**config.mk**
```make
export PLATFORM = sky130hd
export DESIGN_NAME = fprf_cell
export DESIGN_NICKNAME = d
export VERILOG_FILES = /design/src/hw/rtl/fprf_pkg.sv /design/src/hw/rtl/fprf_cell.sv
export SDC_FILE = /design/constraint.sdc
export NUM_CORES = 2
export LEC_CHECK = 0
export BUFFER_PORTS_ARGS = -buffer_cell sky130_fd_sc_hd__buf_4
export CORE_ASPECT_RATIO = 0.75
export CORE_MARGIN = 5
export CORE_UTILIZATION = 35
export CTS_CLUSTER_DIAMETER = 50
export DETAILED_ROUTE_END_ITERATION = 10
export HOLD_SLACK_MARGIN = 0.02
export SYNTH_ARGS = -nofsm -noshare
export SYNTH_HDL_FRONTEND = slang
export SYNTH_SLANG_ARGS = --single-unit
```
**constraint.sdc**
```tcl
create_clock -name clk -period 7.5 [get_ports clk]
set_input_delay 1.5 -clock clk [delete_from_list [all_inputs] [get_ports clk]]
set_output_delay 1.5 -clock clk [all_outputs]
set_load 0.02 [all_outputs]
```
**src/hw/rtl/fprf_pkg.sv**
```systemverilog
// ----------------------------------------------------------------------------
// fprf_pkg
// shared types, codes and defaults of the footprint point reject filter
// ----------------------------------------------------------------------------
package fprf_pkg;

  localparam int MAX_VERTICES_DEF  = 16;
  localparam int COORD_BITS_DEF    = 16;
  localparam int MIN_POLY_VERTICES = 3;

  localparam int RADIUS_W   = 15;
  localparam int COUNT_W    = 5;
  localparam int INDEX_W    = 4;
  localparam int CFG_IDX_W  = 2;
  localparam int CFG_DATA_W = 15;

  localparam logic [RADIUS_W-1:0] RADIUS_RST       = 15'd512;
  localparam logic [COUNT_W-1:0]  VERTEX_COUNT_RST = 5'd0;
  localparam logic                CIRC_MODE_RST    = 1'b1;

  typedef enum logic [CFG_IDX_W-1:0] {
    CFG_CIRCULAR_MODE = 2'd0,
    CFG_RADIUS        = 2'd1,
    CFG_VERTEX_COUNT  = 2'd2
  } cfg_idx_t;

  typedef enum logic {
    KIND_POINT  = 1'b0,
    KIND_VERTEX = 1'b1
  } kind_t;

  // control that travels with a point down the pipeline
  typedef struct packed {
    logic valid;
    logic drop;
  } tok_ctrl_t;

endpackage

```
**src/hw/rtl/fprf_cell.sv**
```systemverilog
// ----------------------------------------------------------------------------
// fprf_cell
// one polygon vertex: holds it and tests the edge to the previous vertex
// ----------------------------------------------------------------------------
module fprf_cell import fprf_pkg::*; #(
  parameter int COORD_BITS = COORD_BITS_DEF
) (
  input  logic                         clk,
  input  logic                         rst_n,
  input  logic                         adv,
  input  logic                         cell_en,
  input  logic                         wr_en,
  input  logic signed [COORD_BITS-1:0] wr_x,
  input  logic signed [COORD_BITS-1:0] wr_y,
  input  logic signed [COORD_BITS-1:0] prev_x,
  input  logic signed [COORD_BITS-1:0] prev_y,
  output logic signed [COORD_BITS-1:0] vx,
  output logic signed [COORD_BITS-1:0] vy,
  input  tok_ctrl_t                    in_ctrl,
  input  logic signed [COORD_BITS-1:0] in_x,
  input  logic signed [COORD_BITS-1:0] in_y,
  input  logic signed [COORD_BITS-1:0] in_z,
  output tok_ctrl_t                    out_ctrl,
  output logic signed [COORD_BITS-1:0] out_x,
  output logic signed [COORD_BITS-1:0] out_y,
  output logic signed [COORD_BITS-1:0] out_z
);

  localparam int D_W = COORD_BITS + 1;
  localparam int P_W = 2 * D_W;

  logic signed [COORD_BITS-1:0] vx_r;
  logic signed [COORD_BITS-1:0] vy_r;

  logic signed [D_W-1:0] dif_a;
  logic signed [D_W-1:0] dif_b;
  logic signed [D_W-1:0] dif_c;
  logic signed [D_W-1:0] dif_dy;
  logic                  straddle;
  logic                  flip;

  tok_ctrl_t                    s1_ctrl_r;
  logic signed [COORD_BITS-1:0] s1_x_r;
  logic signed [COORD_BITS-1:0] s1_y_r;
  logic signed [COORD_BITS-1:0] s1_z_r;
  logic signed [D_W-1:0]        s1_a_r;
  logic signed [D_W-1:0]        s1_b_r;
  logic signed [D_W-1:0]        s1_c_r;
  logic signed [D_W-1:0]        s1_dy_r;
  logic                         s1_hit_r;

  tok_ctrl_t                    s2_ctrl_r;
  logic signed [COORD_BITS-1:0] s2_x_r;
  logic signed [COORD_BITS-1:0] s2_y_r;
  logic signed [COORD_BITS-1:0] s2_z_r;
  logic signed [P_W-1:0]        s2_p1_r;
  logic signed [P_W-1:0]        s2_p2_r;
  logic                         s2_dyneg_r;
  logic                         s2_hit_r;

  tok_ctrl_t                    s3_ctrl_r;
  logic signed [COORD_BITS-1:0] s3_x_r;
  logic signed [COORD_BITS-1:0] s3_y_r;
  logic signed [COORD_BITS-1:0] s3_z_r;

  always_ff @(posedge clk) begin
    if (wr_en) begin
      vx_r <= wr_x;
      vy_r <= wr_y;
    end
  end

  // edge from this vertex (i) to the previous one (j)
  assign dif_a    = D_W'(in_x) - D_W'(vx_r);
  assign dif_b    = D_W'(prev_x) - D_W'(vx_r);
  assign dif_c    = D_W'(in_y) - D_W'(vy_r);
  assign dif_dy   = D_W'(prev_y) - D_W'(vy_r);
  assign straddle = (vy_r > in_y) != (prev_y > in_y);

  // dy is never zero on a straddling edge
  assign flip = s2_hit_r && (s2_dyneg_r ? (s2_p1_r > s2_p2_r) : (s2_p1_r < s2_p2_r));

  always_ff @(posedge clk) begin
    if (!rst_n) begin
      s1_ctrl_r <= '0;
      s2_ctrl_r <= '0;
      s3_ctrl_r <= '0;
    end else if (adv) begin
      s1_ctrl_r       <= in_ctrl;
      s2_ctrl_r       <= s1_ctrl_r;
      s3_ctrl_r.valid <= s2_ctrl_r.valid;
      s3_ctrl_r.drop  <= s2_ctrl_r.drop ^ flip;
    end
  end

  always_ff @(posedge clk) begin
    if (adv) begin
      s1_x_r     <= in_x;
      s1_y_r     <= in_y;
      s1_z_r     <= in_z;
      s1_a_r     <= dif_a;
      s1_b_r     <= dif_b;
      s1_c_r     <= dif_c;
      s1_dy_r    <= dif_dy;
      s1_hit_r   <= straddle & cell_en;
      s2_x_r     <= s1_x_r;
      s2_y_r     <= s1_y_r;
      s2_z_r     <= s1_z_r;
      s2_p1_r    <= s1_a_r * s1_dy_r;
      s2_p2_r    <= s1_b_r * s1_c_r;
      s2_dyneg_r <= s1_dy_r[D_W-1];
      s2_hit_r   <= s1_hit_r;
      s3_x_r     <= s2_x_r;
      s3_y_r     <= s2_y_r;
      s3_z_r     <= s2_z_r;
    end
  end

  assign vx       = vx_r;
  assign vy       = vy_r;
  assign out_ctrl = s3_ctrl_r;
  assign out_x    = s3_x_r;
  assign out_y    = s3_y_r;
  assign out_z    = s3_z_r;

endmodule
```
# Word level (Yosys, flattened, before mapping)
# Cells that the tools add are included.
# word_totals
reg_bits,321
latch_bits,0
input_bits,119
memories,0
ram_bits,0
mem_bits_ro,0
out_inout_bits,82
# classes
div,0
n_reduce_logical,1
shifts,0
mul,2
n_eq_ne,1
add_sub_neg,4
n_lt_le_gt_ge,4
muxes,1
n_bitwise,2
# ops
operator,n
$mul 17x17->34,2
$sub 16x16->17,4
$gt 34x34->1,1
$lt 34x34->1,1
$gt 16x16->1,2
$and 1x1->1,1
$logic_and 1x1->1,1
$mux 1,1
$ne 1x1->1,1
$xor 1x1->1,1

# Logic depth before layout (Yosys ltp)
# depth
ltp_word,4
ltp_mapped,25

# Least setup slack after synthesis
# No wires, ideal clock.
# synth_timing
path_kind,reg2reg
from,register s1_dy_r[8]
to,register s2_p1_r[31] (data pin)
required_ns,7.241
arrival_ns,5.890
synth_period_minus_slack_ns,6.149
setup_slack_ns,1.351
path_buffers,2
stages_incl_launch_ff,25
setup_ns,0.259
path_cell_list,edfxtp_1 -> clkbuf_1 -> clkbuf_1 -> nand2_1 -> fa_1 -> inv_1 -> fa_1 -> inv_1 -> fa_1 -> inv_1 -> fa_1 -> fa_1 -> inv_1 -> fa_1 -> inv_1 -> ha_1 -> a21o_1 -> a21oi_1 -> o21ai_0 -> a211oi_1 -> a21o_1 -> o31a_1 -> o21ai_1 -> nor4b_1 -> a211o_1
# synth_between
elab_chain_cells,1
# synth_rtl
item,line_no,rtl
start: declaration,fprf_cell.sv:49,logic signed [D_W-1:0] s1_dy_r;
start signal: assignment,fprf_cell.sv:104,s1_dy_r <= dif_dy;
$mul 17x17->34,fprf_cell.sv:109,s2_p1_r <= s1_a_r * s1_dy_r;
end signal: assignment,fprf_cell.sv:109,
end: declaration,fprf_cell.sv:56,logic signed [P_W-1:0] s2_p1_r;
# Every way passes these cells.
# A chain may end at the register's enable or synchronous reset.

# Worst setup path after layout
# layout_timing
from,register s1_c_r[2]
to,register s2_p2_r[32] (data pin)
# layout_between
elab_chain_cells,1
# layout_rtl
item,line_no,rtl
start: declaration,fprf_cell.sv:48,logic signed [D_W-1:0] s1_c_r;
start signal: assignment,fprf_cell.sv:103,s1_c_r <= dif_c;
$mul 17x17->34,fprf_cell.sv:110,s2_p2_r <= s1_b_r * s1_c_r;
end signal: assignment,fprf_cell.sv:110,
end: declaration,fprf_cell.sv:57,logic signed [P_W-1:0] s2_p2_r;
# Every way passes these cells.

==> metrics.yaml <==
outcome: "finished clean"
overflow: 0
synth-main-ff-cell: "edfxtp_1"
vias: 23300
ys_warn_count: 0
wl_microns: 91110
r2r-end: "s2_p2_r[32]"
netlist_area_sq_um: 35520
finalCriticalPeriod_ns: 6.809
fin_crit_sh: 0.9079
cts_max_level: 2
end_kind: "flip-flop"
multi_input_area_sq_um: 22950
start_util: 0.3518
synthCells: 3293
reg2reg_depth: 20
routedWlPerCell_microns: 18.71
clock_sinks: 321
dp_hpwl_microns: 75540
syn_avg_cell_area_sq_um: 10.79
cp_top_family: "adder cells"
critical_path_class: "reg2reg"
insertion_delay_ns: 0.59
max_freq_ghz: 0.1469
fin_nets: 4492
register_area_sq_um: 9579
crit_chain: "nand2_1 -> fa_1 -> fa_1 -> fa_1 -> inv_1 -> fa_1 -> fa_1 -> inv_1 -> fa_1 -> inv_1 -> ha_1 -> and4_1 -> nand3_1 -> a211oi_1 -> a31oi_1 -> a31oi_1 -> o21ai_1 -> a21oi_1 -> or4_1 -> nand3_1"
cpMaxStageDelayCell: "edfxtp_1"
path_clk_slew_ns: 0.06
required_ns: 7.95
fin_setup_tns_ns: 0
worstMarginPinSlew_ns: 1.061
cts_tree: "built"
critPathLaunch: "s1_c_r[2]"
slew_headroom: 0.2925
cts_inserted_buffers: 43
finalClockSkew_ns: 0.01957
grt_max_degree: 140
die-area_sq_um: 108000
synth_edf_count: 315
vias_per_cell: 4.784
setup_violations: 0
rows: 101
ys_types: 67
final_cell_mix: "inv_1 (719), fa_1 (596), edfxtp_1 (315)"
final_antenna_net_count: 0
drive_above_1_share: 0.09073
grt.total_usage: 0.1730
worstHoldStart: "s2_y_r[15]"
syn2layout_area_growth_pct: 12.85
antenna_found_initial: 9
detail_route.iter0.violations: 1594
cts_resized: 0
drc_errors: 0
clock_path_buffers: 3
cp.arrival_ns: 7.26
min_path_cells: 0
grt_pass1_vias: 24830
path_max_fanout: 17
r2r_start: "s1_c_r[2]"
die_x_microns: 377.9
hold_viol: 0
async_reset_ff_frac: 0
slew_violations: 0
fillers: 9751
maxCapViolCount: 0
portBuffers: 200
synth_nets: 4293
gp_congestion: 0.8824
io_pins: 201
cpMostUsedCell: "fa_1"
postCtsHoldBufs: 0
layout_commonest_cell: "inv_1"
first_pass_iters: 5
crit_path_start_kind: "flip-flop"
fp.dieH_microns: 285.9
rsz0062_at_grt: "false"
r2r_slack_ns: 0.69
min_to: "out_y[15]"
core_area_sq_um: 101000
hold_ws_ns: 0.4141
seq_area_frac_synth: 0.2697
critPathMaxStageDelay_ns: 0.79
synth-seq-cells: 321
grt_first_pass_wirelength_microns: 144100
post_cts_buffers: 0
path_buf_inv: 3
min_path_type: "reg2reg"
cts.root.buffer_cell: "clkbuf_16"
[registers in the layout, summed over array words and instances (netlist names), 17 cells and up]
| register | count |
|---|---|
| s2_p1_r | 34 |
| s2_p2_r | 34 |
| s1_a_r | 17 |
| s1_b_r | 17 |
| s1_c_r | 17 |
| s1_dy_r | 17 |
[cell usage after synthesis, types with 3 or more instances]
master | instances | area (sq um)
dfxtp_1 | 6 | 120.1
nand2b_1 | 22 | 137.6
and2_1 | 300 | 1877
o21bai_1 | 8 | 60.06
o21ai_1 | 3 | 15.01
nor3_1 | 41 | 205.2
fa_1 | 596 | 11930
nor4_1 | 8 | 50.05
nand4_1 | 11 | 68.82
o21ai_0 | 44 | 220.2
a221oi_1 | 6 | 52.55
mux2i_1 | 7 | 70.07
a2111oi_0 | 3 | 26.28
a31oi_1 | 5 | 31.28
nand3_1 | 37 | 185.2
clkbuf_1 | 75 | 281.5
ha_1 | 285 | 3566
nand2_1 | 312 | 1171
or2_2 | 4 | 25.02
edfxtp_1 | 315 | 9459
o31a_1 | 5 | 43.79
buf_1 | 3 | 11.26
and3_1 | 6 | 37.54
a41o_1 | 3 | 30.03
xor2_1 | 25 | 219.0
a21oi_2 | 3 | 26.28
a21o_1 | 44 | 330.3
and4_1 | 3 | 26.28
nand3b_1 | 5 | 37.54
inv_1 | 719 | 2699
a211oi_1 | 14 | 105.1
xnor2_1 | 86 | 753.2
or3_1 | 14 | 87.58
o21a_1 | 17 | 127.6
nor2_1 | 94 | 352.8
nor2b_1 | 29 | 181.4
a21boi_0 | 8 | 60.06
o211ai_1 | 8 | 60.06
a21oi_1 | 74 | 370.4
a211o_1 | 4 | 35.03
a31o_2 | 4 | 35.03
o31ai_1 | 8 | 60.06
[metrics by stage]
| step | cell area, sq um | setup WS [ns] | util | instances |
|---|---|---|---|---|
| finish | 40090 | 0.6906 | 0.3970 | 4870 |
| global route | 40080 | 0.3137 | 0.3969 | 4866 |
| CTS | 40080 | 0.7550 | 0.3969 | 4866 |
| detailed placement | 38670 | 0.7588 | 0.3830 | 4786 |
| global placement | 38670 | 0.8694 | 0.3830 | 4786 |
| floorplan | 35520 | 1.351 | - | 3293 |
[per-layer routing]
metal,track usage,vias up,wire [microns]
li1,-,10740,-
met2,0.2613,714,39040
met5,0,-,26
met3,0.04626,96,7722
met1,0.2550,11740,43040
met4,0.02676,4,1283
[cells by family after synthesis]
group | Yosys count | share of synthesized area
AOI/OAI and AO/OA | 282 | 0.05336
xor gates and xnor gates | 111 | 0.02737
adders and majority gates | 881 | 0.4362
buffers and inverters | 797 | 0.08421
DFF | 321 | 0.2697
muxes | 8 | 0.002289
and+or+nand+nor | 893 | 0.1269
[final cells by class]
type,count,area share
inverter,719,0.06732
sequential,321,0.2389
clock buffer,49,0.02740
timing repair buffer,232,0.04394
tap,1339,0.04179
multi-input combinational,2175,0.5725
clock inverter,31,0.007803
antenna,4,0.0002497
[worst max-delay path by stage]
stage	end	slack (ns)	cells past startpoint
2_1_floorplan	s2_p1_r[31]	1.35	24
3_3_place_gp	s2_p1_r[31]	0.87	20
3_5_place_dp	s2_p1_r[33]	0.76	19
4_1_cts	s2_p1_r[33]	0.75	20
5_1_grt	s2_p1_r[33]	0.31	19
6_report	s2_p2_r[32]	0.69	20
Power is not shown: default switching activity piles up to over one toggle a cycle in this logic, so the estimate is an artifact.
