### config.mk
export PLATFORM = sky130hd
export DESIGN_NAME = fprf_circle
export DESIGN_NICKNAME = d
export VERILOG_FILES = /design/src/hw/rtl/fprf_pkg.sv /design/src/hw/rtl/fprf_circle.sv
export SDC_FILE = /design/constraint.sdc
export NUM_CORES = 1
export LEC_CHECK = 0
export BUFFER_PORTS_ARGS = -buffer_cell sky130_fd_sc_hd__buf_2
export CAP_MARGIN = 40
export CORE_UTILIZATION = 25
export DETAILED_ROUTE_END_ITERATION = 8
export GPL_ROUTABILITY_DRIVEN = 1
export GPL_TIMING_DRIVEN = 0
export PLACE_DENSITY = 0.44
export SYNTH_ARGS = -nofsm -noshare
export SYNTH_HDL_FRONTEND = slang
export SYNTH_SLANG_ARGS = --single-unit
### constraint.sdc
create_clock -name clk -period 11.45 [get_ports clk]
set_input_delay 0.5725 -clock clk [delete_from_list [all_inputs] [get_ports clk]]
set_output_delay 0.5725 -clock clk [all_outputs]
set_load 0.01 [all_outputs]
### src/hw/rtl/fprf_pkg.sv
// ----------------------------------------------------------------------------
// fprf_pkg
// shared types, codes and defaults of the footprint point reject filter
// ----------------------------------------------------------------------------
package fprf_pkg;

  localparam int MAX_VERTICES_DEF  = 16;
  localparam int COORD_BITS_DEF    = 16;
  localparam int MIN_POLY_VERTICES = 3;

  localparam int RADIUS_W   = 15;
  localparam int COUNT_W    = 5;
  localparam int INDEX_W    = 4;
  localparam int CFG_IDX_W  = 2;
  localparam int CFG_DATA_W = 15;

  localparam logic [RADIUS_W-1:0] RADIUS_RST       = 15'd512;
  localparam logic [COUNT_W-1:0]  VERTEX_COUNT_RST = 5'd0;
  localparam logic                CIRC_MODE_RST    = 1'b1;

  typedef enum logic [CFG_IDX_W-1:0] {
    CFG_CIRCULAR_MODE = 2'd0,
    CFG_RADIUS        = 2'd1,
    CFG_VERTEX_COUNT  = 2'd2
  } cfg_idx_t;

  typedef enum logic {
    KIND_POINT  = 1'b0,
    KIND_VERTEX = 1'b1
  } kind_t;

  // control that travels with a point down the pipeline
  typedef struct packed {
    logic valid;
    logic drop;
  } tok_ctrl_t;

endpackage

### src/hw/rtl/fprf_circle.sv
// ----------------------------------------------------------------------------
// fprf_circle
// two-stage circle test at the head of the pipeline, seeds the drop flag
// ----------------------------------------------------------------------------
module fprf_circle import fprf_pkg::*; #(
  parameter int COORD_BITS = COORD_BITS_DEF
) (
  input  logic                         clk,
  input  logic                         rst_n,
  input  logic                         adv,
  input  logic                         circular_mode,
  input  logic [RADIUS_W-1:0]          radius,
  input  tok_ctrl_t                    in_ctrl,
  input  logic signed [COORD_BITS-1:0] in_x,
  input  logic signed [COORD_BITS-1:0] in_y,
  input  logic signed [COORD_BITS-1:0] in_z,
  output tok_ctrl_t                    out_ctrl,
  output logic signed [COORD_BITS-1:0] out_x,
  output logic signed [COORD_BITS-1:0] out_y,
  output logic signed [COORD_BITS-1:0] out_z
);

  localparam int SQ_W  = 2 * COORD_BITS;
  localparam int RSQ_W = 2 * RADIUS_W;
  localparam int SUM_W = SQ_W + 1;
  localparam int CMP_W = (SUM_W > RSQ_W) ? SUM_W : RSQ_W;

  logic [COORD_BITS-1:0] mag_x;
  logic [COORD_BITS-1:0] mag_y;
  logic [CMP_W-1:0]      sum_sq;
  logic                  in_circle;

  logic                         a_valid_r;
  logic [SQ_W-1:0]              a_sqx_r;
  logic [SQ_W-1:0]              a_sqy_r;
  logic signed [COORD_BITS-1:0] a_x_r;
  logic signed [COORD_BITS-1:0] a_y_r;
  logic signed [COORD_BITS-1:0] a_z_r;
  logic [RSQ_W-1:0]             rsq_r;

  tok_ctrl_t                    b_ctrl_r;
  logic signed [COORD_BITS-1:0] b_x_r;
  logic signed [COORD_BITS-1:0] b_y_r;
  logic signed [COORD_BITS-1:0] b_z_r;

  assign mag_x = in_x[COORD_BITS-1] ? COORD_BITS'(-in_x) : COORD_BITS'(in_x);
  assign mag_y = in_y[COORD_BITS-1] ? COORD_BITS'(-in_y) : COORD_BITS'(in_y);

  assign sum_sq    = CMP_W'(a_sqx_r) + CMP_W'(a_sqy_r);
  assign in_circle = sum_sq <= CMP_W'(rsq_r);

  // radius squared follows the register in the next cycle
  always_ff @(posedge clk) begin
    rsq_r <= radius * radius;
  end

  always_ff @(posedge clk) begin
    if (!rst_n) begin
      a_valid_r <= 1'b0;
      b_ctrl_r  <= '0;
    end else if (adv) begin
      a_valid_r      <= in_ctrl.valid;
      b_ctrl_r.valid <= a_valid_r;
      b_ctrl_r.drop  <= circular_mode & in_circle;
    end
  end

  always_ff @(posedge clk) begin
    if (adv) begin
      a_sqx_r <= mag_x * mag_x;
      a_sqy_r <= mag_y * mag_y;
      a_x_r   <= in_x;
      a_y_r   <= in_y;
      a_z_r   <= in_z;
      b_x_r   <= a_x_r;
      b_y_r   <= a_y_r;
      b_z_r   <= a_z_r;
    end
  end

  assign out_ctrl = b_ctrl_r;
  assign out_x    = b_x_r;
  assign out_y    = b_y_r;
  assign out_z    = b_z_r;

endmodule

Yosys cells after proc, flatten, opt, wreduce, memory -nomap -nowiden
Index checks and enable logic that the tools add are counted.
{ "word_totals": {"register_bits": 193, "inputBits": 69, "output_inout_bits": 50, "word_cells": 22} }
{ "op_classes": {"add_sub_neg": 3, "n_mul": 3, "n_lt_le_gt_ge": 1, "muxes": 2, "bitwise_logic": 1} }
{ "ops": {"columns": ["operator", "n"], "rows": [
  ["$mul 16x16->32", 2],
  ["$add 32x32->33", 1],
  ["$le 33x30->1", 1],
  ["$mux 16", 2],
  ["$neg 16->16", 2],
  ["$mul 15x15->30", 1],
  ["$and 1x1->1", 1]
]} }

Logic depth before layout (Yosys ltp)
Gate-level depths: netlist of run 1.
{ "depth": {"word_depth": 3, "ltp_mapped": 31} }

Worst setup path after synthesis of run 1
No wires, ideal clock.
{ "synth_timing": {"kind": "input port to flip-flop", "from": "input port in_x[4]", "to": "register a_sqx_r[31] (data pin)", "arrival_ns": 8.019, "required_ns": 11.191, "path_slack_ns": 3.173, "cell_stages": 28, "n_path_buf": 1, "path_cell_list": "or4_4 or3_4 or4_2 o21a_1 xor2_1 inv_2 buf_4 nor2_1 inv_1 fa_1 fa_1 inv_1 fa_1 fa_1 fa_1 inv_1 fa_1 inv_1 ha_1 a2111oi_0 o31ai_1 a311oi_1 nor2_1 o21bai_1 a21oi_1 o41ai_1 mux2i_1 nor2_1"} }
{ "synth_via": {"elab_chain_cells": 3} }
{ "synth_rtl": {"columns": ["element", "line_no", "text"], "rows": [
  ["start: declaration", "fprf_circle.sv:14", "input logic signed [COORD_BITS-1:0] in_x,"],
  ["$neg 16->16", "fprf_circle.sv:46", "assign mag_x = in_x[COORD_BITS-1] ? COORD_BITS'(-in_x) : COORD_BITS'(in_x);"],
  ["$mux 16 (*)", "fprf_circle.sv:46", null],
  ["$mul 16x16->32 (*)", "fprf_circle.sv:70", "a_sqx_r <= mag_x * mag_x;"],
  ["end signal: assignment", "fprf_circle.sv:70", null],
  ["end: declaration", "fprf_circle.sv:34", "logic [SQ_W-1:0] a_sqx_r;"]
]} }
Mark *: on every way between the ends. The rest lies on a longest branch, timed or not.
A chain may end at the register's enable or synchronous reset.

Worst setup path after layout of run 1
{ "layout_timing": {"from": "input port in_x[0]", "to": "register a_sqx_r[31] (data pin)"} }
Same word-level chain as after synthesis.

==> out/results.ini, run 1 <==
[timing]
slew_viol_final=0
min_period_ns=9.28
finalCritPeriodShare_pct=81.1
setup_violations=0
tightest_slew_ns=0.983
skew_ns=0.0129
rsz0062_at_grt=false
finalHoldViolCount=0
setup_tns_ns=0
slew_headroom_pct=34.2
clock.fmax_mhz=108

[setup_path]
cp_data_required_time_ns=11.69
critical_path.startpoint_type=input port
crit_fanout=11
end_kind=flip-flop
arrival_ns=9.53
rr_worst_depth=19
reg2reg_to=out_ctrl[0]
r2r_start=a_sqx_r[3]
worst_path_largest_cell_delay_ns=0.80
r2r_slack_ns=5.70
critPathKind=in2reg
cp_slowest_cell=xor2_1

[finish]
area_delta_synth_final_pct=11.6
fin_util_pct=28.2
drive_above_1_share_pct=6.85
antennaDiodeCount=0
final_cell_area_mm2=0.0312
nFillCells=11900
multi_input_area_mm2=0.0200
nNetsFinal=3835
seqCellArea_mm2=0.00533
finalNonFillerCells=4453

[drt]
routed_via_density=4.18
postRouteAntennaNets=0
routed_wl_mm=63.9
drc=0
via_count=18600
routedWlPerCell_um=14.4
first_pass_iters=4
drtIter0Drc=701

[clocking]
cts_setup_buffers=0
cts_root_buf=clkbuf_16
cts_sinks=188
post_cts_resize_count=0
ctsHoldBuffers=0
cts_buffer_depth=2
clk_latency_ns=0.49
htree_levels=4
cts_tree=yes
path_clk_slew_ns=0.08
cts_made_buffers=17

[yosys]
netlist_instances=2783
yosysMostFrequentCell=inv_1
synth_top_family_by_area=adder cells
avgSynthCellArea_um2=10.0
synthAdderAreaFrac_pct=48.9
muxShareOfSynthArea_pct=0.148
synth-compound-area-share_pct=7.13
synth_edf_count=156
synth_xor_area_share_pct=4.94
ys_types=78
ys_warn_count=0
ys_seq_area_share_pct=19.0
synth-simple-area-share_pct=10.1
synthTopCellsByArea=fa_1 33%, edfxtp_1 17%, ha_1 16%
netlist.area_leader.share_pct=33.2
ys_ff_latch=188
synth_commonest_cells=657 x inv_1, 463 x fa_1, 351 x ha_1, 211 x nand2_1, 176 x nor2_1
async_reset_ff_share_pct=0
synthFlopType=edfxtp_1
syn_area_mm2=0.0280
synth_top_area_cell=fa_1

[floorplanning]
fp.dieW_um=336
start_util_pct=25.2
ios=119
coreArea_mm2=0.111
die_h_um=336
dieArea_mm2=0.113
rows=122

[placement]
placed_cell_area_mm2=0.0306
hpwl_mm=54.6
dp_cells=4421
port_buffers=117
gp_congestion=0.817

[global_route]
gr-usage-met2_pct=21.0
antenna_found_initial=1
grt.total_usage_pct=12.0
grt_pass1_vias=20100
grt_pass1_wl_mm=106
gr-total-overflow=0
grt_use_met1_pct=15.3
grt_busiest_layer=met2
grt_use_met3_pct=1.74
grt_max_degree=104

[min_path]
hold_class=in2reg
min_path_cells=1
min_to=a_z_r[15]
holdCritStartpoint=in_z[15]

[run_status]
status=finished clean

[flow_run]
cap_violations=0

[cells in the final DEF (no fill, tap or decap), types with 4 or more instances in the layout]
cell	count
or3_1	12
xor2_1	50
xnor2_1	97
nand2_1	211
inv_1	657
inv_6	5
clkinv_8	4
dfxtp_1	32
nor2b_1	15
o211ai_1	4
o41ai_1	7
conb_1	23
o21a_1	10
a21o_1	61
edfxtp_1	156
and2_1	61
nand3_1	21
clkbuf_1	37
nand2b_1	17
a21oi_1	95
fa_1	463
buf_4	10
clkinv_1	8
o21ai_0	44
ha_1	351
o21bai_1	19
a211oi_1	11
clkbuf_16	17
buf_2	118
nor3_1	29
nand4_1	13
and3_1	14
inv_8	4
nor2_1	176
o31ai_1	15
or2_2	8
nor4_1	4
inv_2	6
[layout make-up]
class                           instances  share of cell area (%)
Multi-Input combinational cell       1903                    64.1
Clock inverter                         15                   0.533
Tap cell                             1488                    5.97
Timing Repair Buffer                  129                    2.29
Buffer                                 41                   0.606
Inverter                              672                    8.09
Clock buffer                           17                    1.36
Sequential cell                       188                    17.1
[logic make-up after synthesis]
logic type               count (synthesis)
adder cells (fa/ha/maj)                814
XOR/XNOR                               152
other                                    2
AO/OA/AOI/OAI                          305
buffers and inverters                  713
AND/OR/NAND/NOR                        605
multiplexers                             4
flip-flops                             188
[stage by stage]
stage                     worst slack, ns  hold slack [ns]
final                                2.17            0.252
after global routing                 1.57            0.201
after CTS                            2.17            0.196
after detailed placement             1.66            0.405
after global placement               1.08            0.400
after floorplan                      3.17            0.400
[per-layer routing]
| metal | share of wire (%) | routed length (um) | vias up |
|---|---|---|---|
| met2 | 51 | 32400 | 189 |
| met3 | 2.5 | 1600 | 45 |
| met4 | 1.7 | 1080 | 2 |
| li1 | - | - | 9075 |
| met1 | 45 | 28800 | 9288 |
| met5 | 0.020 | 13 | - |
[state kept, by name, indices dropped and copies added (netlist names)]
register / flops
a_sqx_r: 31
a_sqy_r: 31
rsq_r: 29
a_z_r: 16
out_x: 16
out_y: 16
out_z: 16
a_x_r: 15
a_y_r: 15
out_ctrl: 2
a_valid_r: 1
[how the worst max path moves through the flow]
stage | start | to | slack (ns) | cells past startpoint
6_report | in_x[0] | a_sqx_r[31] | 2.17 | 30
5_1_grt | in_x[0] | a_sqx_r[31] | 1.57 | 31
4_1_cts | in_x[0] | a_sqx_r[31] | 2.17 | 31
3_5_place_dp | in_x[0] | a_sqx_r[31] | 1.66 | 31
3_3_place_gp | in_y[0] | a_sqy_r[30] | 1.08 | 28
2_1_floorplan | in_x[4] | a_sqx_r[31] | 3.17 | 28
[worst max-delay path, delay by kind of cell]
kind	cells	cell delay, ns
fa+ha+maj	8	3.61
xor+xnor	1	0.80
simple gates	4	0.69
compound gates	7	1.74
mux	1	0.23
buf+inv	9	1.87
Power of run 1 is left out: the tool's default activity adds up to more than one toggle a clock period on the data nets, which glitch-free logic cannot reach.
==> inputs of run 2 (changes only) <==
--- a/config.mk
+++ b/config.mk
@@ -5,13 +5,14 @@
 export SDC_FILE = /design/constraint.sdc
 export NUM_CORES = 1
 export LEC_CHECK = 0
+export ABC_AREA = 1
 export BUFFER_PORTS_ARGS = -buffer_cell sky130_fd_sc_hd__buf_2
 export CAP_MARGIN = 40
 export CORE_UTILIZATION = 25
 export DETAILED_ROUTE_END_ITERATION = 8
 export GPL_ROUTABILITY_DRIVEN = 1
 export GPL_TIMING_DRIVEN = 0
-export PLACE_DENSITY = 0.44
+export PLACE_DENSITY = 0.45
 export SYNTH_ARGS = -nofsm -noshare
 export SYNTH_HDL_FRONTEND = slang
 export SYNTH_SLANG_ARGS = --single-unit
==> constraint.sdc (replaced) <==
create_clock -name clk -period 7.5 [get_ports clk]
set_input_delay 0.375 -clock clk [delete_from_list [all_inputs] [get_ports clk]]
set_output_delay 0.375 -clock clk [all_outputs]
set_load 0.01 [all_outputs]
==> run 2 against run 1 <==
Net effect: register-to-register slack got worse by 1.9 ns; synthesized cell count rose by 18%; sequential share of layout area is 0.74 points lower; design area up 4.6%; count of clock-buffer cells in the layout stayed put; worst hold slack worse by 0.20 ns; core utilization is 0.22 points higher; first-iteration DRC count rose by 35%; synthesized area up 4.1%.
==> out/results.ini, run 2 <==
[timing]
slew_viol_final=0  ; unchanged
fin_ws_ns=0.366  ; was 2.17 ns
finalCritPeriodShare_pct=95.1
clock.fmax_mhz=140
finalHoldViolCount=0  ; unchanged
tightest_slew_ns=0.980  ; was 0.983 ns
rsz0062_at_grt=true  ; was false
skew_ns=0.0101  ; was 0.0129 ns
min_period_ns=7.13
setup_violations=0  ; unchanged
slew_headroom_pct=34.0  ; was 34.2%

[flow_run]
cap_violations=0  ; unchanged

[setup_path]
crit_start=in_y[0]  ; was in_x[0]
end_kind=flip-flop  ; unchanged
worstSetupEndpoint=a_sqy_r[24]  ; was a_sqx_r[31]
cp.depth=33  ; was 30
r2r_slack_ns=3.78  ; was 5.70 ns
r2r_start=a_sqx_r[3]  ; unchanged
critical-path-top-delay-family=adder cells  ; unchanged
rr_worst_depth=23  ; was 19
arrival_ns=7.38  ; was 9.53 ns
path_buf_inv=10  ; was 9
critPathKind=in2reg  ; unchanged
worst_path_largest_cell_delay_ns=0.56  ; was 0.80 ns
cp_common_cell=fa_1
cp_slowest_cell=fa_1  ; was xor2_1
crit_fanout=11  ; unchanged
cp_data_required_time_ns=7.75  ; was 11.69 ns
reg2reg_to=out_ctrl[0]  ; unchanged
critical_path.startpoint_type=input port  ; unchanged

[yosys]
synthTopCellsByArea=fa_1 32%, edfxtp_1 16%, ha_1 15%  ; was fa_1 33%, edfxtp_1 17%, ha_1 16%
ys_seq_area_share_pct=18.3  ; was 19.0%
synth_edf_count=156  ; unchanged
ys_ff_latch=188  ; unchanged
syn_area_mm2=0.0291  ; was 0.0280 mm2
synth_top_area_cell=fa_1  ; unchanged
yosysMostFrequentCell=inv_1  ; unchanged
avgSynthCellArea_um2=8.86  ; was 10.0 um2
netlist_instances=3286  ; was 2783
netlist.area_leader.share_pct=31.8  ; was 33.2%
ys_warn_count=0  ; unchanged
synthFlopType=edfxtp_1  ; unchanged
synth_commonest_cells=871 x inv_1, 543 x nand2_1, 463 x fa_1, 351 x ha_1, 251 x nor2_1  ; was 657 x inv_1, 463 x fa_1, 351 x ha_1, 211 x nand2_1, 176 x nor2_1
async_reset_ff_share_pct=0  ; unchanged
ys_types=51  ; was 78

[clocking]
cts_tree=yes  ; unchanged
clk_latency_ns=0.50  ; was 0.49 ns
cts_root_buf=clkbuf_16  ; unchanged
cts_sinks=188  ; unchanged
htree_levels=4  ; unchanged
cts_made_buffers=17  ; unchanged
cts_buffer_depth=2  ; unchanged
path_clk_slew_ns=0.09  ; was 0.08 ns

[finish]
drive_above_1_share_pct=7.22  ; was 6.85%
mostFrequentLayoutCell=inv_1  ; unchanged
final_cell_mix=865 x inv_1, 542 x nand2_1, 463 x fa_1  ; was 657 x inv_1, 463 x fa_1, 351 x ha_1
largestRegisters=a_sqx_r: 31 flops, a_sqy_r: 31 flops, rsq_r: 29 flops  ; unchanged
nFillCells=12400  ; was 11900
nNetsFinal=4345  ; was 3835
area_delta_synth_final_pct=12.0  ; was 11.6%
antennaDiodeCount=0  ; unchanged

[min_path]
min_path_cells=1  ; unchanged
hold_class=in2reg  ; unchanged

[floorplanning]
coreArea_mm2=0.115  ; was 0.111 mm2
dieArea_mm2=0.118  ; was 0.113 mm2
rows=124  ; was 122
start_util_pct=25.3  ; was 25.2%
ios=119  ; unchanged
fp.dieW_um=343  ; was 336 um
die_h_um=343  ; was 336 um

[placement]
preCtsSetupSlack_ns=-1.22  ; was 1.66 ns
gp_congestion=0.850  ; was 0.817
port_buffers=116  ; was 117
hpwl_mm=59.9  ; was 54.6 mm

[global_route]
gr-total-overflow=0  ; unchanged
antenna_found_initial=2  ; was 1
grt_pass1_wl_mm=115  ; was 106 mm
grt.total_usage_pct=12.4  ; was 12.0%
grt_pass1_vias=21700  ; was 20100
grt_max_degree=107  ; was 104

[drt]
routed_via_density=4.14  ; was 4.18
drtIter0Drc=948  ; was 701
routedWlPerCell_um=14.0  ; was 14.4 um
routed_wl_mm=69.9  ; was 63.9 mm
first_pass_iters=5  ; was 4
postRouteAntennaNets=0  ; unchanged
drc=0  ; unchanged
via_count=20700  ; was 18600

[run_status]
status=finished clean  ; unchanged

run 2: worst register-to-register path: stages (launching register included):
cell      delay, ns
edfxtp_1       0.49
ha_1           0.39
nand2_1        0.08
nand2_1        0.07
nand3_1        0.07
nand2_1        0.12
nand3_1        0.10
nand3_1        0.19
nand2_1        0.11
nand2_1        0.09
a21oi_1        0.25
xnor2_1        0.15
ha_1           0.32
nand2_1        0.08
nor4_1         0.47
nand2_1        0.10
nand2_1        0.07
nand2_1        0.04
nand2_1        0.06
nand2_1        0.04
nand2_1        0.05
nand2_1        0.05
nand2_1        0.13
a21oi_1        0.08
run 2: cells by family (layout without fill, tap and decap cells):
logic type,after synthesis,count (layout),synth area share [%]
flip-flops,188,188,18.3
AND/OR/NAND/NOR,931,931,13.0
AO/OA/AOI/OAI,295,295,5.76
XOR/XNOR,129,129,3.91
other,2,23,0.0258
buffers and inverters,927,1095,12.0
adder cells (fa/ha/maj),814,814,46.9
run 2: final cells by class:
type	instances	area [um2]	share of cell area, %
repair buffers	137	793	2.43
multi-input cells	2192	20500	62.7
plain buffers	45	226	0.694
well taps	1512	1890	5.80
flip-flops and latches	188	5330	16.3
inverters	881	3340	10.2
clock inverters	15	156	0.479
clock buffers	17	425	1.30
run 2: stage by stage:
stage	cells	hold WS (ns)	instance area (um2)	TNS (ns)	utilization, %
final	4987	0.0520	32600	0	28.4
after detailed placement	4938	0.405	31700	-30.89	27.6
after floorplan	3307	0.400	29200	0	-
after global routing	4987	0.0218	32600	-0.0167	28.4
after CTS	4969	0.00775	32300	0	28.1
after global placement	4935	0.400	31700	-39.27	27.5
run 2: what timing repair did:
item                                    in CTS  in global routing
buffers inserted                             0                 18
resized for setup                           14                 48
cloned                                       0                  0
hold buffers                                 0                  0
pin swaps                                    0                  4
endpoints found under the setup margin      31                 31
run 2: worst min path at each step:
stage | start | end | slack, ns
3_3_place_gp | a_z_r[15] | out_z[15] | 0.40
5_1_grt | in_z[8] | a_z_r[8] | 0.02
2_1_floorplan | a_x_r[10] | out_x[10] | 0.40
4_1_cts | in_z[10] | a_z_r[10] | 0.008
6_report | in_z[10] | a_z_r[10] | 0.05
3_5_place_dp | a_y_r[12] | out_y[12] | 0.40
run 2: layer usage:
layer	track usage, %	routed length, um	up-vias	part of all wire (%)
met4	3.01	1040	2	1.5
li1	-	-	10300	-
met2	21.4	34700	203	50
met3	1.11	1410	40	2.0
met1	16.6	32700	10100	47
met5	0	12	-	0.017
Power of run 2 is left out for the same reason.
==> inputs of run 3 (changes only) <==
--- a/config.mk
+++ b/config.mk
@@ -13,6 +13,7 @@
 export GPL_ROUTABILITY_DRIVEN = 1
 export GPL_TIMING_DRIVEN = 0
 export PLACE_DENSITY = 0.45
+export RECOVER_POWER = 50
 export SYNTH_ARGS = -nofsm -noshare
 export SYNTH_HDL_FRONTEND = slang
 export SYNTH_SLANG_ARGS = --single-unit
==> run 3 against run 2 <==
Net effect: register-to-register slack barely moved; the flow now finishes with violations (max-capacitance violations, max-slew violations); worst hold slack improved by 0.0019 ns; first-iteration DRC count rose by 0.53%; setup slack improved by 0.0039 ns; critical path depth did not move; die area did not move; flip-flop and latch count did not move; via count barely moved; core utilization fell by 0.060 points; wire length fell by 0.17%.
==> out/results.ini, run 3 (synthesized netlist as in run 2, its figures left out) <==
[run_status]
status=complete, but fails checks  ; was finished clean
violations=max-capacitance violations, max-slew violations

[finish]
mostFrequentLayoutCell=inv_1  ; unchanged
antennaDiodeCount=0  ; unchanged
area_delta_synth_final_pct=11.8  ; was 12.0%
nNetsFinal=4345  ; unchanged
largestRegisters=a_sqx_r: 31 flops, a_sqy_r: 31 flops, rsq_r: 29 flops  ; unchanged
final_cell_mix=865 x inv_1, 542 x nand2_1, 463 x fa_1  ; unchanged
drive_above_1_share_pct=6.39  ; was 7.22%
fin_util_pct=28.3  ; was 28.4%

[setup_path]
critical_path.startpoint_type=input port  ; unchanged
worstSetupEndpoint=a_sqy_r[24]  ; unchanged
cp.depth=33  ; unchanged
critical-path-top-delay-family=adder cells  ; unchanged
worst_path_largest_cell_delay_ns=0.56  ; about the same
critPathKind=in2reg  ; unchanged
path_buf_inv=10  ; unchanged
crit_start=in_y[0]  ; unchanged
arrival_ns=7.38  ; about the same
cp_data_required_time_ns=7.75  ; about the same
cp_common_cell=fa_1  ; unchanged
cp_slowest_cell=fa_1  ; unchanged
reg2reg_to=out_ctrl[0]  ; unchanged
rr_worst_depth=22  ; was 23
r2r_start=a_sqx_r[3]  ; unchanged
crit_fanout=11  ; unchanged
end_kind=flip-flop  ; unchanged
r2r_slack_ns=3.79  ; was 3.78 ns

[drt]
first_pass_iters=5  ; unchanged
via_count=20700  ; about the same
routed_wl_mm=69.7  ; was 69.9 mm
routed_via_density=4.14  ; about the same
postRouteAntennaNets=0  ; unchanged
routedWlPerCell_um=14.0  ; about the same
drtIter0Drc=953  ; was 948
drc=0  ; unchanged

[clocking]
clk_latency_ns=0.50  ; about the same
cts_root_buf=clkbuf_16  ; unchanged
path_clk_slew_ns=0.09  ; about the same
htree_levels=4  ; unchanged
cts_buffer_depth=2  ; unchanged
cts_tree=yes  ; unchanged
cts_made_buffers=17  ; unchanged
cts_sinks=188  ; unchanged

[timing]
slew_headroom_pct=-105  ; was 34.0%
tightest_slew_ns=3.08  ; was 0.980 ns
slew_viol_final=163  ; was 0
finalHoldViolCount=0  ; unchanged
hold_ws_ns=0.0539  ; was 0.0520 ns
setup_violations=0  ; unchanged
skew_ns=0.0103  ; was 0.0101 ns
clock.fmax_mhz=140  ; about the same
min_period_ns=7.13  ; about the same
finalCritPeriodShare_pct=95.1  ; about the same
rsz0062_at_grt=true  ; unchanged

[global_route]
antenna_found_initial=1  ; was 2
grt_pass1_wl_mm=115  ; unchanged
grt.total_usage_pct=12.4  ; unchanged
gr-total-overflow=0  ; unchanged
grt_max_degree=107  ; unchanged
grt_pass1_vias=21700  ; unchanged

[placement]
hpwl_mm=59.9  ; unchanged
port_buffers=116  ; unchanged
gp_congestion=0.850  ; unchanged

[floorplanning]
ios=119  ; unchanged
start_util_pct=25.3  ; unchanged
die_h_um=343  ; unchanged
fp.dieW_um=343  ; unchanged
rows=124  ; unchanged
coreArea_mm2=0.115  ; unchanged
dieArea_mm2=0.118  ; unchanged

[min_path]
hold_class=in2reg  ; unchanged

[flow_run]
cap_violations=2  ; was 0

## run 3: what timing repair did
action	in CTS	in global routing
endpoints found under the setup margin	31	31
resized for setup	14	48
pin swaps	0	4
buffers inserted	0	18
hold buffers	0	0
## run 3: worst min path at each step
stage | startpoint | end | slack [ns] | depth (start not counted)
after floorplan | a_x_r[10] | out_x[10] | 0.40 | 0
after global placement | a_z_r[15] | out_z[15] | 0.40 | 0
after detailed placement | a_y_r[12] | out_y[12] | 0.40 | 0
after CTS | in_z[10] | a_z_r[10] | 0.008 | 1
after global routing | in_z[8] | a_z_r[8] | 0.02 | 1
final | in_z[10] | a_z_r[10] | 0.05 | 1
## run 3: area by class of cell
cell class / instances / area, um2
Fill cell: 12500 / 82400
Clock buffer: 17 / 425
Tap cell: 1512 / 1890
Timing Repair Buffer: 137 / 724
Inverter: 881 / 3340
Sequential cell: 188 / 5330
Clock inverter: 15 / 156
Buffer: 45 / 226
Multi-Input combinational cell: 2192 / 20500
## run 3: worst reg2reg max path: cells and delay by family (launching register included)
family                     cells  cell delay [ns]
and+or+nand+nor               14             1.28
xor gates and xnor gates       1             0.34
adders and majority gates      2             0.71
DFF                            1             0.49
AOI/OAI and AO/OA              5             0.83
## run 3: metal layers
| metal | track usage (%) | vias to the layer above | part of all wire (%) |
|---|---|---|---|
| met5 | 0 | - | 0.017 |
| met4 | 3.01 | 2 | 1.5 |
| met3 | 1.11 | 40 | 2.2 |
| met2 | 21.4 | 232 | 50 |
| met1 | 16.6 | 10100 | 47 |
| li1 | - | 10300 | - |
## run 3: per-stage QoR
stage	instance area (um2)	setup TNS, ns	setup slack (ns)	instances
after floorplan	29200	0	0.441	3307
after global placement	31700	-39.27	-1.44	4935
after detailed placement	31700	-30.89	-1.22	4938
after CTS	32300	0	0.0138	4969
after global routing	32600	-0.0167	-0.0167	4987
final	32600	0	0.370	4987
Power of run 3 is left out for the same reason.
